`config.mk`:
```
export PLATFORM = sky130hd
export DESIGN_NAME = tga_rle_pixel_decoder_flat
export DESIGN_NICKNAME = d
export VERILOG_FILES = /design/src/rtl/core/tgarle_pkg.sv /design/src/rtl/core/tgarle_if.sv /design/src/rtl/core/tga_rle_pixel_decoder.sv /design/src/flat_wrapper.sv
export SDC_FILE = /design/constraint.sdc
export NUM_CORES = 1
export LEC_CHECK = 0
export BUFFER_PORTS_ARGS = -buffer_cell sky130_fd_sc_hd__buf_2
export CAP_MARGIN = 5
export CORE_MARGIN = 1.5
export CORE_UTILIZATION = 35
export DETAILED_ROUTE_END_ITERATION = 10
export PLACE_DENSITY = 0.64
export SLEW_MARGIN = 20
export SYNTH_ARGS = -nofsm -noshare
export SYNTH_HDL_FRONTEND = slang
export SYNTH_SLANG_ARGS = --single-unit
export TNS_END_PERCENT = 10
```
`constraint.sdc`:
```
create_clock -name clk -period 5.65 [get_ports clk]
set_input_delay 0.8475 -clock clk [delete_from_list [all_inputs] [get_ports clk]]
set_output_delay 0.8475 -clock clk [all_outputs]
set_load 0.01 [all_outputs]
```
`src/rtl/core/tgarle_pkg.sv`:
```
// ----------------------------------------------------------------------------
// TGA run-length decoder package
// Types and constants shared by the decoder, its channel interfaces and its
// checker.
// ----------------------------------------------------------------------------
package tgarle_pkg;

	localparam int BYTE_W   = 8;
	localparam int COLOR_W  = 24;
	localparam int ALPHA_W  = 8;
	localparam int REPEAT_W = 8;
	localparam int RUN_W    = 7;
	localparam int BPP_W    = 2;
	localparam int IDX_W    = 2;
	localparam int ACC_W    = 32;
	localparam int COUNT_W  = 32;
	localparam int APB_W    = 32;
	localparam int PADDR_W  = 4;

	// Bit of the packet header that marks a repeat packet.
	localparam int HDR_REPEAT_BIT = 7;

	// Largest run a single packet can carry.
	localparam logic [REPEAT_W-1:0] MAX_RUN = 8'd128;

	// Packet parser phase, one-hot.
	typedef enum logic [1:0] {
		PH_HEADER = 2'b01,
		PH_PIXEL  = 2'b10
	} phase_t;

	// Configuration register index (byte address divided by four).
	typedef enum logic [1:0] {
		REG_BPP   = 2'd0,
		REG_ALPHA = 2'd1,
		REG_COUNT = 2'd2
	} reg_idx_t;

endpackage

```
`src/rtl/core/tgarle_if.sv`:
```
// ----------------------------------------------------------------------------
// TGA run-length decoder channels
// Valid/ready interfaces for the coded byte stream and the pixel results.
// ----------------------------------------------------------------------------
interface tgarle_in_if
	import tgarle_pkg::*;
();
	logic              valid;
	logic              ready;
	logic [BYTE_W-1:0] stream_byte;

	modport source (output valid, output stream_byte, input ready);
	modport sink   (input valid, input stream_byte, output ready);
endinterface

interface tgarle_out_if
	import tgarle_pkg::*;
();
	logic                valid;
	logic                ready;
	logic [COLOR_W-1:0]  color;
	logic [ALPHA_W-1:0]  alpha_value;
	logic [REPEAT_W-1:0] repeat_res;
	logic                image_done;
	logic                overrun;

	modport source (output valid, output color, output alpha_value, output repeat_res,
		output image_done, output overrun, input ready);
	modport sink   (input valid, input color, input alpha_value, input repeat_res,
		input image_done, input overrun, output ready);
endinterface

```
`src/rtl/core/tga_rle_pixel_decoder.sv`:
```
// ----------------------------------------------------------------------------
// TGA run-length pixel decoder
// Parses the run-length coded pixel stream of a TGA image one byte per beat
// and emits one result beat per decoded pixel or run.
// ----------------------------------------------------------------------------
//
//  channel   direction  payload                                    handshake
//  --------  ---------  -----------------------------------------  -----------
//  byte_in   sink       stream_byte[7:0]                           valid/ready
//  pix_out   source     color, alpha_value, repeat_res,            valid/ready
//                       image_done, overrun
//  apb       slave      paddr[3:0], pwdata/prdata[31:0]            psel/penable
//
//  One coded byte is taken every clock while the result register is free:
//  the parser state and the result register are both updated at the edge
//  that accepts the byte, so a result appears in the cycle after the
//  pixel's last byte. The single result register sets the limit: a byte
//  is taken whenever that register is empty or is being emptied in the same
//  cycle. Reset (arst_n low) restores the register defaults and leaves the
//  parser awaiting a packet header. Writes to APB take effect immediately;
//  writing the pixel count restarts the image.
//
module tga_rle_pixel_decoder
	import tgarle_pkg::*;
(
	input  logic               clk,
	input  logic               arst_n,
	tgarle_in_if.sink          byte_in,
	tgarle_out_if.source       pix_out,
	input  logic               psel,
	input  logic               penable,
	input  logic               pwrite,
	input  logic [PADDR_W-1:0] paddr,
	input  logic [APB_W-1:0]   pwdata,
	output logic [APB_W-1:0]   prdata,
	output logic               pready
);

	// Configuration registers.
	logic [BPP_W-1:0]   bpp_q;
	logic               has_alpha_q;
	logic [COUNT_W-1:0] pixel_count_q;

	// Parser state.
	phase_t             phase_q, phase_n;
	logic [RUN_W-1:0]   packet_left_q, packet_left_n;
	logic               is_repeat_q, is_repeat_n;
	logic [IDX_W-1:0]   byte_idx_q, byte_idx_n;
	logic [ACC_W-1:0]   acc_q, acc_n;
	logic [COUNT_W-1:0] pixels_left_q, pixels_left_n;

	// Result register.
	logic                out_valid_q;
	logic [COLOR_W-1:0]  color_q, color_n;
	logic [ALPHA_W-1:0]  alpha_q, alpha_n;
	logic [REPEAT_W-1:0] repeat_q, repeat_n;
	logic                done_q, done_n;
	logic                overrun_q, overrun_n;
	logic                emit;

	// Handshakes and helpers.
	logic               in_fire, out_fire, cfg_wr;
	reg_idx_t           reg_idx;
	logic [BYTE_W-1:0]  b;
	logic [BPP_W-1:0]   bpp_eff;
	logic [2:0]         total;
	logic [2:0]         idx_inc;
	logic [ACC_W-1:0]   acc_merged;
	logic [REPEAT_W-1:0] run;
	logic               run_reaches_end;
	logic [COUNT_W-1:0] count_eff;
	logic [COUNT_W-1:0] wr_count_eff;

	assign pready   = 1'b1;
	assign cfg_wr   = psel && penable && pwrite && pready;
	assign reg_idx  = reg_idx_t'(paddr[PADDR_W-1:2]);

	// A new byte may enter whenever the result register is free this cycle.
	assign byte_in.ready = !out_valid_q || pix_out.ready;
	assign in_fire       = byte_in.valid && byte_in.ready;
	assign out_fire      = out_valid_q && pix_out.ready;

	assign b            = byte_in.stream_byte;
	assign bpp_eff      = (bpp_q == '0) ? BPP_W'(1) : bpp_q;
	assign total        = {1'b0, bpp_eff} + {2'b00, has_alpha_q};
	assign idx_inc      = {1'b0, byte_idx_q} + 3'd1;
	assign acc_merged   = acc_q | ({{(ACC_W-BYTE_W){1'b0}}, b} << {byte_idx_q, 3'b000});
	assign run          = {1'b0, packet_left_q} + REPEAT_W'(1);
	assign run_reaches_end = {{(COUNT_W-REPEAT_W){1'b0}}, run} >= pixels_left_q;
	assign count_eff    = (pixel_count_q == '0) ? COUNT_W'(1) : pixel_count_q;
	assign wr_count_eff = (pwdata == '0) ? COUNT_W'(1) : pwdata;

	// Register read-back.
	always_comb begin
		prdata = '0;
		unique case (reg_idx)
			REG_BPP:   prdata = {{(APB_W-BPP_W){1'b0}}, bpp_q};
			REG_ALPHA: prdata = {{(APB_W-1){1'b0}}, has_alpha_q};
			REG_COUNT: prdata = pixel_count_q;
			default:   prdata = '0;
		endcase
	end

	// Colour and alpha are picked from the merged accumulator by pixel size.
	always_comb begin
		case (bpp_eff)
			2'd1: begin
				color_n = {16'h0000, acc_merged[7:0]};
				alpha_n = acc_merged[15:8];
			end
			2'd2: begin
				color_n = {8'h00, acc_merged[15:0]};
				alpha_n = acc_merged[23:16];
			end
			default: begin
				color_n = acc_merged[23:0];
				alpha_n = acc_merged[31:24];
			end
		endcase
		if (!has_alpha_q) begin
			alpha_n = '0;
		end
	end

	// Parser next state and result for the byte on the input.
	always_comb begin
		phase_n       = phase_q;
		packet_left_n = packet_left_q;
		is_repeat_n   = is_repeat_q;
		byte_idx_n    = byte_idx_q;
		acc_n         = acc_q;
		pixels_left_n = pixels_left_q;
		emit          = 1'b0;
		repeat_n      = REPEAT_W'(1);
		done_n        = 1'b0;
		overrun_n     = 1'b0;

		if (in_fire) begin
			unique case (phase_q)
				PH_HEADER: begin
					is_repeat_n   = b[HDR_REPEAT_BIT];
					packet_left_n = b[RUN_W-1:0];
					byte_idx_n    = '0;
					acc_n         = '0;
					phase_n       = PH_PIXEL;
				end
				PH_PIXEL: begin
					if (idx_inc < total) begin
						byte_idx_n = idx_inc[IDX_W-1:0];
						acc_n      = acc_merged;
					end else begin
						emit       = 1'b1;
						byte_idx_n = '0;
						acc_n      = '0;
						if (is_repeat_q) begin
							phase_n = PH_HEADER;
							if (run_reaches_end) begin
								// The run meets or passes the image end: cut it.
								repeat_n  = pixels_left_q[REPEAT_W-1:0];
								overrun_n = ({{(COUNT_W-REPEAT_W){1'b0}}, run} != pixels_left_q);
								done_n    = 1'b1;
							end else begin
								repeat_n      = run;
								pixels_left_n = pixels_left_q - {{(COUNT_W-REPEAT_W){1'b0}}, run};
							end
						end else begin
							if (pixels_left_q == COUNT_W'(1)) begin
								done_n    = 1'b1;
								overrun_n = (packet_left_q != '0);
							end else if (packet_left_q == '0) begin
								phase_n       = PH_HEADER;
								pixels_left_n = pixels_left_q - COUNT_W'(1);
							end else begin
								packet_left_n = packet_left_q - RUN_W'(1);
								pixels_left_n = pixels_left_q - COUNT_W'(1);
							end
						end
						if (done_n) begin
							// Last pixel of the image: start over on a new header.
							phase_n       = PH_HEADER;
							packet_left_n = '0;
							is_repeat_n   = 1'b0;
							pixels_left_n = count_eff;
						end
					end
				end
				default: begin
					phase_n = PH_HEADER;
				end
			endcase
		end
	end

	always_ff @(posedge clk or negedge arst_n) begin
		if (!arst_n) begin
			bpp_q         <= BPP_W'(3);
			has_alpha_q   <= 1'b0;
			pixel_count_q <= COUNT_W'(1);
			phase_q       <= PH_HEADER;
			packet_left_q <= '0;
			is_repeat_q   <= 1'b0;
			byte_idx_q    <= '0;
			acc_q         <= '0;
			pixels_left_q <= COUNT_W'(1);
			out_valid_q   <= 1'b0;
		end else begin
			if (cfg_wr && (reg_idx == REG_COUNT)) begin
				// A new image size drops any partial packet.
				phase_q       <= PH_HEADER;
				packet_left_q <= '0;
				is_repeat_q   <= 1'b0;
				byte_idx_q    <= '0;
				acc_q         <= '0;
				pixels_left_q <= wr_count_eff;
			end else begin
				phase_q       <= phase_n;
				packet_left_q <= packet_left_n;
				is_repeat_q   <= is_repeat_n;
				byte_idx_q    <= byte_idx_n;
				acc_q         <= acc_n;
				pixels_left_q <= pixels_left_n;
			end

			if (cfg_wr) begin
				unique case (reg_idx)
					REG_BPP:   bpp_q         <= pwdata[BPP_W-1:0];
					REG_ALPHA: has_alpha_q   <= pwdata[0];
					REG_COUNT: pixel_count_q <= pwdata;
					default: ;
				endcase
			end

			if (emit) begin
				out_valid_q <= 1'b1;
			end else if (out_fire) begin
				out_valid_q <= 1'b0;
			end
		end
	end

	// Result payload, loaded alongside the valid flag.
	always_ff @(posedge clk) begin
		if (emit) begin
			color_q   <= color_n;
			alpha_q   <= alpha_n;
			repeat_q  <= repeat_n;
			done_q    <= done_n;
			overrun_q <= overrun_n;
		end
	end

	assign pix_out.valid       = out_valid_q;
	assign pix_out.color       = color_q;
	assign pix_out.alpha_value = alpha_q;
	assign pix_out.repeat_res  = repeat_q;
	assign pix_out.image_done  = done_q;
	assign pix_out.overrun     = overrun_q;

endmodule

```
`src/flat_wrapper.sv`:
```
// flat-port wrapper written by rule: the top's interface ports become plain ports
module tga_rle_pixel_decoder_flat import tgarle_pkg::*;
  (clk, arst_n, psel, penable, pwrite, paddr, pwdata, prdata, pready, byte_in_valid, byte_in_stream_byte, byte_in_ready, pix_out_valid, pix_out_color, pix_out_alpha_value, pix_out_repeat_res, pix_out_image_done, pix_out_overrun, pix_out_ready);
  tgarle_in_if byte_in_i ();
  tgarle_out_if pix_out_i ();
  input  logic clk;
  input  logic arst_n;
  input  logic psel;
  input  logic penable;
  input  logic pwrite;
  input  logic [PADDR_W-1:0] paddr;
  input  logic [APB_W-1:0] pwdata;
  output logic [APB_W-1:0] prdata;
  output logic pready;
  input wire logic [$bits(byte_in_i.valid)-1:0] byte_in_valid;
  input wire logic [$bits(byte_in_i.stream_byte)-1:0] byte_in_stream_byte;
  output wire logic [$bits(byte_in_i.ready)-1:0] byte_in_ready;
  output wire logic [$bits(pix_out_i.valid)-1:0] pix_out_valid;
  output wire logic [$bits(pix_out_i.color)-1:0] pix_out_color;
  output wire logic [$bits(pix_out_i.alpha_value)-1:0] pix_out_alpha_value;
  output wire logic [$bits(pix_out_i.repeat_res)-1:0] pix_out_repeat_res;
  output wire logic [$bits(pix_out_i.image_done)-1:0] pix_out_image_done;
  output wire logic [$bits(pix_out_i.overrun)-1:0] pix_out_overrun;
  input wire logic [$bits(pix_out_i.ready)-1:0] pix_out_ready;
  assign byte_in_i.valid = byte_in_valid;
  assign byte_in_i.stream_byte = byte_in_stream_byte;
  assign byte_in_ready = byte_in_i.ready;
  assign pix_out_valid = pix_out_i.valid;
  assign pix_out_color = pix_out_i.color;
  assign pix_out_alpha_value = pix_out_i.alpha_value;
  assign pix_out_repeat_res = pix_out_i.repeat_res;
  assign pix_out_image_done = pix_out_i.image_done;
  assign pix_out_overrun = pix_out_i.overrun;
  assign pix_out_i.ready = pix_out_ready;
  tga_rle_pixel_decoder u_core (.clk(clk), .arst_n(arst_n), .byte_in(byte_in_i), .pix_out(pix_out_i), .psel(psel), .penable(penable), .pwrite(pwrite), .paddr(paddr), .pwdata(pwdata), .prdata(prdata), .pready(pready));
endmodule
```
==> results.yml, run 1 <==
status:
  status: "finished, final reports clean"
cells_and_area:
  areaGrowthSynthToFinish_pct: 16.96
  utilization: 0.4197
  final_cells: 1428
  nets: 1161
  drive_gt1_frac: 0.1859
  fin_area_sq_um: 10300
pwr:
  pwr-share-clk: 0.252
  p_comb_frac: 0.373
  power_frac_seq: 0.375
  vdd_drop_max_uv: 243.9
  intPower_mw: 2.690
  p_leak_nw: 4.444
  power_density_nw_per_um2: 447.9
  p_switching_mw: 1.922
  total_power_mw: 4.612
  sw_frac_of_total: 0.4168
critical_path:
  cp_data_required_time_ns: 5.99
  r2r-end: "u_core.pixels_left_q[5]"
  crit_path_start_kind: "flop"
  setup.worst_path.class: "reg -> reg"
  crit_end: "u_core.pixels_left_q[5]"
  reg2regPathDepth: 12
  arrival_ns: 4.52
  cp-end-kind: "flop"
  crit_start: "u_core.packet_left_q[0]"
  critPathMaxFanout: 13
  reg2reg_from: "u_core.packet_left_q[0]"
  reg2reg_slack_ns: 1.47
sta:
  grt_setup_unrepaired: "false"
  worst_pin_slew_ns: 1.020
  clock_skew_ns: 0.01061
  fin_ws_ns: 1.470
  hold_viol: 0
  setup_viol: 0
  worst_hold_slack_ns: 0.4970
  tns_ns: 0
  slew_headroom: 0.3199
  fmax_ghz: 0.2393
  slew_viol_final: 0
  fin_crit_sh: 0.7398
  fin_crit_ns: 4.180
synth:
  synth_cell_type_count: 76
  synth_flop_cell: "dfrtp_1"
  synth_nets: 1066
  syn_area_sq_um: 8803
  synth_sequential_area_ratio: 0.4623
  yosysTopAreaCell: "dfrtp_1"
  yosys_register_bits: 154
  synth_top_area_share: 0.3042
  synth.area.top_cells: "dfrtp_1 (30%), edfxtp_1 (14%), a21oi_1 (6.1%), nand2_1 (5.8%), nor2_1 (5.7%)"
  synth_edf_count: 42
  synth_top_cells_by_count: "nand2_1 (135), nor2_1 (134), a21oi_1 (107), dfrtp_1 (107), clkbuf_1 (43)"
  yosys_warnings: 0
  syn_avg_cell_area_sq_um: 8.848
  syn_inst: 995
  yosysMostFrequentCell: "nand2_1"
  async_reset_ff_frac: 0.7273
clock_tree:
  post_cts_buffers: 0
  cts_max_level: 4
  cts.clk_slew.worst_paths_ns: 0.08
  cts.sinks: 154
  clk_path_buf_depth: 2
  cts_tree: "yes"
  ctsResizeCount: 0
  clk_latency_ns: 0.43
  cts_buffers: 17
  hold_buffers: 0
  cts_root_buf: "clkbuf_16"
placed_design:
  gp_congestion: 0.8959
  dp.cells: 1395
  place.port_buffers: 124
  dp_hpwl_mm: 17.97
  dp_slack_ns: 1.596
  placed_area_sq_um: 9672
floorplanning:
  ios: 128
  fp-row-count: 57
  die_area_sq_um: 26110
  die_h_um: 161.6
  start_util: 0.3588
  die_w_um: 161.6
  fp.coreArea_sq_um: 24530
drt:
  ant_nets: 0
  wl_per_cell_um: 17.92
  first_pass_iters: 5
  post-route-drc-count: 0
  num_vias: 7796
  drt_iter0_drc: 782
  drt-total-wl_mm: 25.58
  viasPerCell: 5.459
worst_hold_path:
  hold_class: "reg -> reg"
grt:
  antenna_found_initial: 1
  grt-ovfl-total: 0
  grt_max_degree: 67
  grt_pass1_wl_mm: 40.43
  grt_pass1_vias: 7286
  grt_util_all_layers: 0.1982
flow_run:
  maxCapViolCount: 0
## layout by cell type (no fill, tap or decap), drive strengths merged, types with 19 or more instances in the layout
| cell | synthesis | final |
|---|---|---|
| nand2 | 136 | 136 |
| nor2 | 136 | 136 |
| buf | 17 | 136 |
| a21oi | 109 | 109 |
| dfrtp | 107 | 107 |
| edfxtp | 42 | 42 |
| and2 | 39 | 39 |
| o21ai | 38 | 38 |
| nor4 | 26 | 26 |
| nor2b | 25 | 25 |
| nand3 | 23 | 23 |
| inv | 17 | 22 |
| mux2i | 20 | 20 |
| ha | 19 | 19 |
## power groups by stage
stage	Clock, mW	Sequential, mW	Combinational [mW]
floorplan	0	1.59	1.34
global placement	0	1.73	1.66
detailed placement	0	1.73	1.69
CTS	1.18	1.71	1.70
global route	1.23	1.76	1.92
finish	1.16	1.73	1.72
## final cells by class
class	instances	area (sq um)
Fill cell	2432	14240
Inverter	17	63.81
Antenna cell	1	2.502
Clock inverter	15	196.4
Multi-Input combinational cell	764	4419
Tap cell	324	405.4
Sequential cell	154	4070
Timing Repair Buffer	136	713.2
Clock buffer	17	425.4
## logic make-up after synthesis
logic type	synth area share
buf+inv	0.03695
compound gates	0.1700
flops	0.4623
mux	0.02914
xor+xnor	0.01492
fa+ha+maj	0.03155
other cells	0.0004260
simple gates	0.2547
## worst max-delay path, stage by stage (launching register included)
cell and delay, ns:
dfrtp_1 0.47, inv_1 0.13, ha_1 0.34, inv_1 0.08, fa_1 0.44, a21oi_1 0.20
o21ai_0 0.19, a311oi_1 0.42, or3_1 0.28, o21ai_2 0.28, nor3_2 0.84, a21oi_1 0.26
o22ai_1 0.17
## registers in the layout, indices dropped and copies added (netlist names)
signal,flops
u_core.pixels_left_q,32
u_core.is_repeat_q,1
u_core.packet_left_q,7
u_core.bpp_q,2
u_core.pix_out.color,24
u_core.acc_q,32
u_core.pix_out.valid,1
u_core.pix_out.overrun,1
u_core.phase_q,2
u_core.pix_out.alpha_value,8
u_core.byte_idx_q,2
u_core.has_alpha_q,1
u_core.pix_out.image_done,1
u_core.pixel_count_q,32
u_core.pix_out.repeat_res,8
## worst min path at each step
stage,startpoint,to,slack [ns],depth (start not counted)
CTS,u_core.acc_q[13],u_core.acc_q[13],0.50,2
global route,u_core.acc_q[30],u_core.acc_q[30],0.51,2
floorplan,u_core.pixel_count_q[0],u_core.pixel_count_q[0],0.45,2
detailed placement,u_core.acc_q[30],u_core.acc_q[30],0.48,2
finish,u_core.acc_q[13],u_core.acc_q[13],0.50,2
global placement,u_core.acc_q[8],u_core.acc_q[8],0.48,2
## per-layer routing
layer  routed length (um)  GRT usage  up-vias  share of wire
met5                    0          0        -              0
met4                  412    0.05598        0          0.016
met3                 1677    0.03672       24          0.066
met2                11190     0.2899      297           0.44
met1                12310     0.2964     3733           0.48
li1                     -          -     3742              -
No activity file was read; power rests on OpenSTA's default activity.
==> inputs of run 2 (changes only) <==
==> constraint.sdc (replaced) <==
create_clock -name clk -period 4.1 [get_ports clk]
set_input_delay 0.615 -clock clk [delete_from_list [all_inputs] [get_ports clk]]
set_output_delay 0.615 -clock clk [all_outputs]
set_load 0.01 [all_outputs]
==> results.yml, run 2 (synthesized netlist as in run 1, its figures left out) <==
clock_tree:
  hold_buffers: 0
  cts.clk_slew.worst_paths_ns: 0.07
  clk_path_buf_depth: 2
  cts_tree: "yes"
  ctsResizeCount: 0
  cts.sinks: 154
  clk_latency_ns: 0.44
  post_cts_buffers: 0
  cts_buffers: 17
  cts_max_level: 4
  cts_root_buf: "clkbuf_16"
cells_and_area:
  final_common_cell: "nand2_1"
  utilization: 0.4236
  multi_input_area_sq_um: 4419
  largest_registers: "u_core.acc_q (32), u_core.pixel_count_q (32), u_core.pixels_left_q (32)"
  final_cell_mix: "nand2_1 (135), nor2_1 (133), buf_2 (123)"
  fillCellCount: 2412
  nets: 1172
  drive_gt1_frac: 0.1939
  register_area_sq_um: 4070
  areaGrowthSynthToFinish_pct: 18.05
critical_path:
  crit_path_top_delay_cell: "dfrtp_1"
  arrival_ns: 3.96
  cp_slowest_stage_delay_ns: 0.46
  worst-path-buf-inv: 1
  reg2reg_slack_ns: 0.50
  crit_path_start_kind: "flop"
  critPathMaxFanout: 12
  cp_data_required_time_ns: 4.47
  path_cells: "ha_1, nand3_1, xnor2_1, ha_1, nand2_1, o21ai_0, a311oi_1, or3_1, o21ai_2, buf_4, nand3_1, o21ai_1, mux2_2"
  setup.worst_path.class: "reg -> reg"
  cp_top_family: "compound AO/OA/AOI/OAI gates"
  cp-end-kind: "flop"
drt:
  wl_per_cell_um: 17.96
  first_pass_iters: 6
  viasPerCell: 5.480
  ant_nets: 0
  post-route-drc-count: 0
  drt-total-wl_mm: 25.86
  num_vias: 7891
  drt_iter0_drc: 744
sta:
  hold_viol: 0
  fin_crit_sh: 0.8774
  grt_setup_unrepaired: "false"
  setup_viol: 0
  slew_headroom: 0.3887
  slew_viol_final: 0
  clock_skew_ns: 0.01180
  fin_crit_ns: 3.597
  fmax_ghz: 0.2780
  tns_ns: 0
  fin_ws_ns: 0.5027
  worst_hold_slack_ns: 0.2590
  worst_pin_slew_ns: 0.9099
placed_design:
  dp_slack_ns: 0.5770
  place.port_buffers: 124
  dp_hpwl_mm: 18.67
  gp_congestion: 0.8741
grt:
  grt-ovfl-total: 0
  grt_util_all_layers: 0.2017
  grt_pass1_wl_mm: 41.01
  grt_pass1_vias: 7392
  antenna_found_initial: 2
  grt_max_degree: 65
status:
  status: "finished, final reports clean"
pwr:
  vdd_drop_max_uv: 311.0
  power_frac_seq: 0.368
  total_power_mw: 6.370
  power_density_nw_per_um2: 612.9
  p_comb_frac: 0.381
  p_switching_mw: 2.650
  pwr-share-clk: 0.251
  intPower_mw: 3.720
  p_leak_nw: 4.498
  sw_frac_of_total: 0.4160
floorplanning:
  die_area_sq_um: 26110
  fp.coreArea_sq_um: 24530
  fp-row-count: 57
  start_util: 0.3588
  die_w_um: 161.6
  ios: 128
  die_h_um: 161.6
worst_hold_path:
  hold_class: "in -> async"
flow_run:
  maxCapViolCount: 0
run 2: area by class of cell:
| type | count | area share |
|---|---|---|
| clock buffers | 17 | 0.04093 |
| inverters | 17 | 0.006501 |
| multi-input cells | 764 | 0.4252 |
| flip-flops and latches | 154 | 0.3916 |
| clock inverters | 15 | 0.01842 |
| repair buffers | 147 | 0.07777 |
| diodes | 2 | 0.0004816 |
| well taps | 324 | 0.03901 |
run 2: through the flow:
stage | cell area [sq um] | cells
2_1_floorplan | 8807 | 995
3_3_place_gp | 9771 | 1406
3_5_place_dp | 9771 | 1406
4_1_cts | 10390 | 1438
5_1_grt | 10390 | 1439
6_report | 10390 | 1440
run 2: worst paths after layout:
kind / cells after the start / to / from
max in group asynchronous: 2 / u_core.pixels_left_q[0] / arst_n
worst max-delay path: 13 / u_core.phase_q[0] / u_core.packet_left_q[0]
worst max register to register: 13 / u_core.phase_q[0] / u_core.packet_left_q[0]
worst min register to register: 2 / u_core.acc_q[10] / u_core.acc_q[10]
min in group clk: 3 / u_core.pixel_count_q[8] / pwdata[8]
worst min-delay path: 1 / u_core.pixel_count_q[25] / arst_n
run 2: power groups by stage:
| stage | Combinational, mW | Sequential, mW | Clock (mW) |
|---|---|---|---|
| finish | 2.43 | 2.34 | 1.60 |
| global route | 2.71 | 2.39 | 1.69 |
| CTS | 2.41 | 2.33 | 1.63 |
| detailed placement | 2.39 | 2.35 | 0 |
| global placement | 2.35 | 2.35 | 0 |
| floorplan | 1.85 | 2.19 | 0 |
run 2: layer usage:
metal | up-vias | wire length, um | track usage | part of all wire
li1 | 3768 | - | - | -
met1 | 3793 | 12560 | 0.3008 | 0.49
met2 | 295 | 10970 | 0.2881 | 0.42
met3 | 35 | 1735 | 0.03929 | 0.067
met4 | 0 | 600 | 0.07071 | 0.023
met5 | - | 0 | 0 | 0
==> inputs of run 3 (changes only) <==
==> constraint.sdc (replaced) <==
create_clock -name clk -period 3.4 [get_ports clk]
set_input_delay 0.51 -clock clk [delete_from_list [all_inputs] [get_ports clk]]
set_output_delay 0.51 -clock clk [all_outputs]
set_load 0.01 [all_outputs]
==> results.yml, run 3 (synthesized netlist as in run 1, its figures left out) <==
status:
  status: "finished, final reports clean"
clock_tree:
  clk_latency_ns: 0.45
  cts.sinks: 154
  post_cts_buffers: 0
  cts_max_level: 4
  cts_buffers: 17
  cts.clk_slew.worst_paths_ns: 0.07
  cts_root_buf: "clkbuf_16"
  cts_tree: "yes"
  clk_path_buf_depth: 2
floorplanning:
  die_h_um: 161.6
  fp.coreArea_sq_um: 24530
  ios: 128
  start_util: 0.3588
  die_area_sq_um: 26110
  die_w_um: 161.6
  fp-row-count: 57
sta:
  setup_viol: 0
  clock_skew_ns: 0.01601
  grt_setup_unrepaired: "false"
  fin_crit_ns: 3.173
  slew_headroom: 0.3686
  hold_viol: 0
  slew_viol_final: 0
  worst_pin_slew_ns: 0.9399
  fin_crit_sh: 0.9334
  fmax_ghz: 0.3151
placed_design:
  gp_congestion: 0.9108
  dp.cells: 1424
  dp_hpwl_mm: 18.68
  place.port_buffers: 124
cells_and_area:
  multi_input_area_sq_um: 4503
  register_area_sq_um: 4071
  largest_registers: "u_core.acc_q (32), u_core.pixel_count_q (32), u_core.pixels_left_q (32)"
  areaGrowthSynthToFinish_pct: 21.13
  drive_gt1_frac: 0.2224
  nets: 1191
  fillCellCount: 2394
  final_cells: 1457
  num_antenna_cells: 0
  final_cell_mix: "nor2_1 (132), nand2_1 (132), buf_2 (123)"
critical_path:
  critPathMaxFanout: 11
  cp-end-kind: "flop"
  crit_path_start_kind: "flop"
  setup.worst_path.class: "reg -> reg"
  reg2regPathDepth: 13
  cp_data_required_time_ns: 3.73
  arrival_ns: 3.50
drt:
  wl_per_cell_um: 17.82
  drt_iter0_drc: 771
  viasPerCell: 5.427
  post-route-drc-count: 0
  ant_nets: 0
  drt-total-wl_mm: 25.96
  first_pass_iters: 5
  num_vias: 7907
pwr:
  power_density_nw_per_um2: 755.1
  vdd_drop_max_uv: 458.5
  p_switching_mw: 3.356
  total_power_mw: 8.053
  pwr-share-clk: 0.248
  sw_frac_of_total: 0.4168
  p_leak_nw: 4.609
  p_comb_frac: 0.411
  intPower_mw: 4.697
  power_frac_seq: 0.341
grt:
  grt_util_all_layers: 0.2019
  antenna_found_initial: 0
  grt_max_degree: 87
  grt_pass1_wl_mm: 40.75
  grt_pass1_vias: 7306
  grt-ovfl-total: 0
flow_run:
  maxCapViolCount: 0
worst_hold_path:
  hold_class: "in -> reg"
  min_path_cells: 3
run 3: changes by cell type in the layout (fill, tap and decap cells not counted), sizes merged:
cell / delta
diode: -2
buf: +18
dlygate4sd3: +1
inv: +3
clkinv: -3
run 3: path summary, 6_finish.rpt:
check                                             start                        to  slack, ns
worst min-delay path                         pwdata[27]  u_core.pixel_count_q[27]       0.31
worst max register to register  u_core.packet_left_q[0]  u_core.pixels_left_q[31]       0.23
max in group asynchronous                        arst_n   u_core.pixels_left_q[0]       2.04
worst min register to register         u_core.acc_q[26]          u_core.acc_q[26]       0.50
worst max-delay path            u_core.packet_left_q[0]  u_core.pixels_left_q[31]       0.23
min in group asynchronous                        arst_n  u_core.pixel_count_q[27]       0.54
run 3: through the flow:
stage	setup TNS, ns	hold slack [ns]	setup WS, ns	utilization	cell area (sq um)
final	0	0.3061	0.2265	0.4347	10660
after floorplan	-0.005882	0.2144	-0.002610	-	8886
after global routing	0	0.3082	0.0007909	0.4347	10660
after CTS	0	0.2934	0.02282	0.4331	10630
after detailed placement	0	0.4589	0.04081	0.4068	9981
after global placement	0	0.4580	0.1102	0.4068	9981
run 3: area by class of cell:
class / instances / area share
Timing Repair Buffer: 166 / 0.09210
Sequential cell: 154 / 0.3818
Clock inverter: 15 / 0.01959
Tap cell: 324 / 0.03801
Clock buffer: 17 / 0.03989
Inverter: 17 / 0.006336
Multi-Input combinational cell: 764 / 0.4223
run 3: power groups by stage:
stage	clock [mW]	combinational, mW	sequential [mW]
final	2.00	3.31	2.75
after detailed placement	0	3.19	2.76
after global placement	0	3.15	2.76
after floorplan	0	2.28	2.64
after CTS	2.02	3.21	2.73
after global routing	2.10	3.66	2.80
run 3: repair_timing:
item / in CTS / in global routing
hold buffers: 1 / 0
resized for setup: 0 / 11
endpoints found under the hold margin: 13 / 0
endpoints found under the setup margin: 0 / 44
run 3: critical path, stage by stage, from the launching register on:
cell,delay (ns)
dfrtp_2,0.44
ha_1,0.24
xnor2_1,0.23
ha_1,0.30
buf_4,0.16
o21ai_0,0.16
a21oi_1,0.08
o21ai_0,0.21
a21o_1,0.19
a22oi_1,0.13
buf_4,0.24
nor4_1,0.35
a21oi_1,0.13
o22a_1,0.20
run 3: layer usage:
metal / track usage / routed length, um / part of all wire
met2: 0.2762 / 10990 / 0.42
met5: 0 / 0 / 0
met1: 0.3165 / 12590 / 0.48
met4: 0.06397 / 401 / 0.015
met3: 0.03544 / 1981 / 0.076
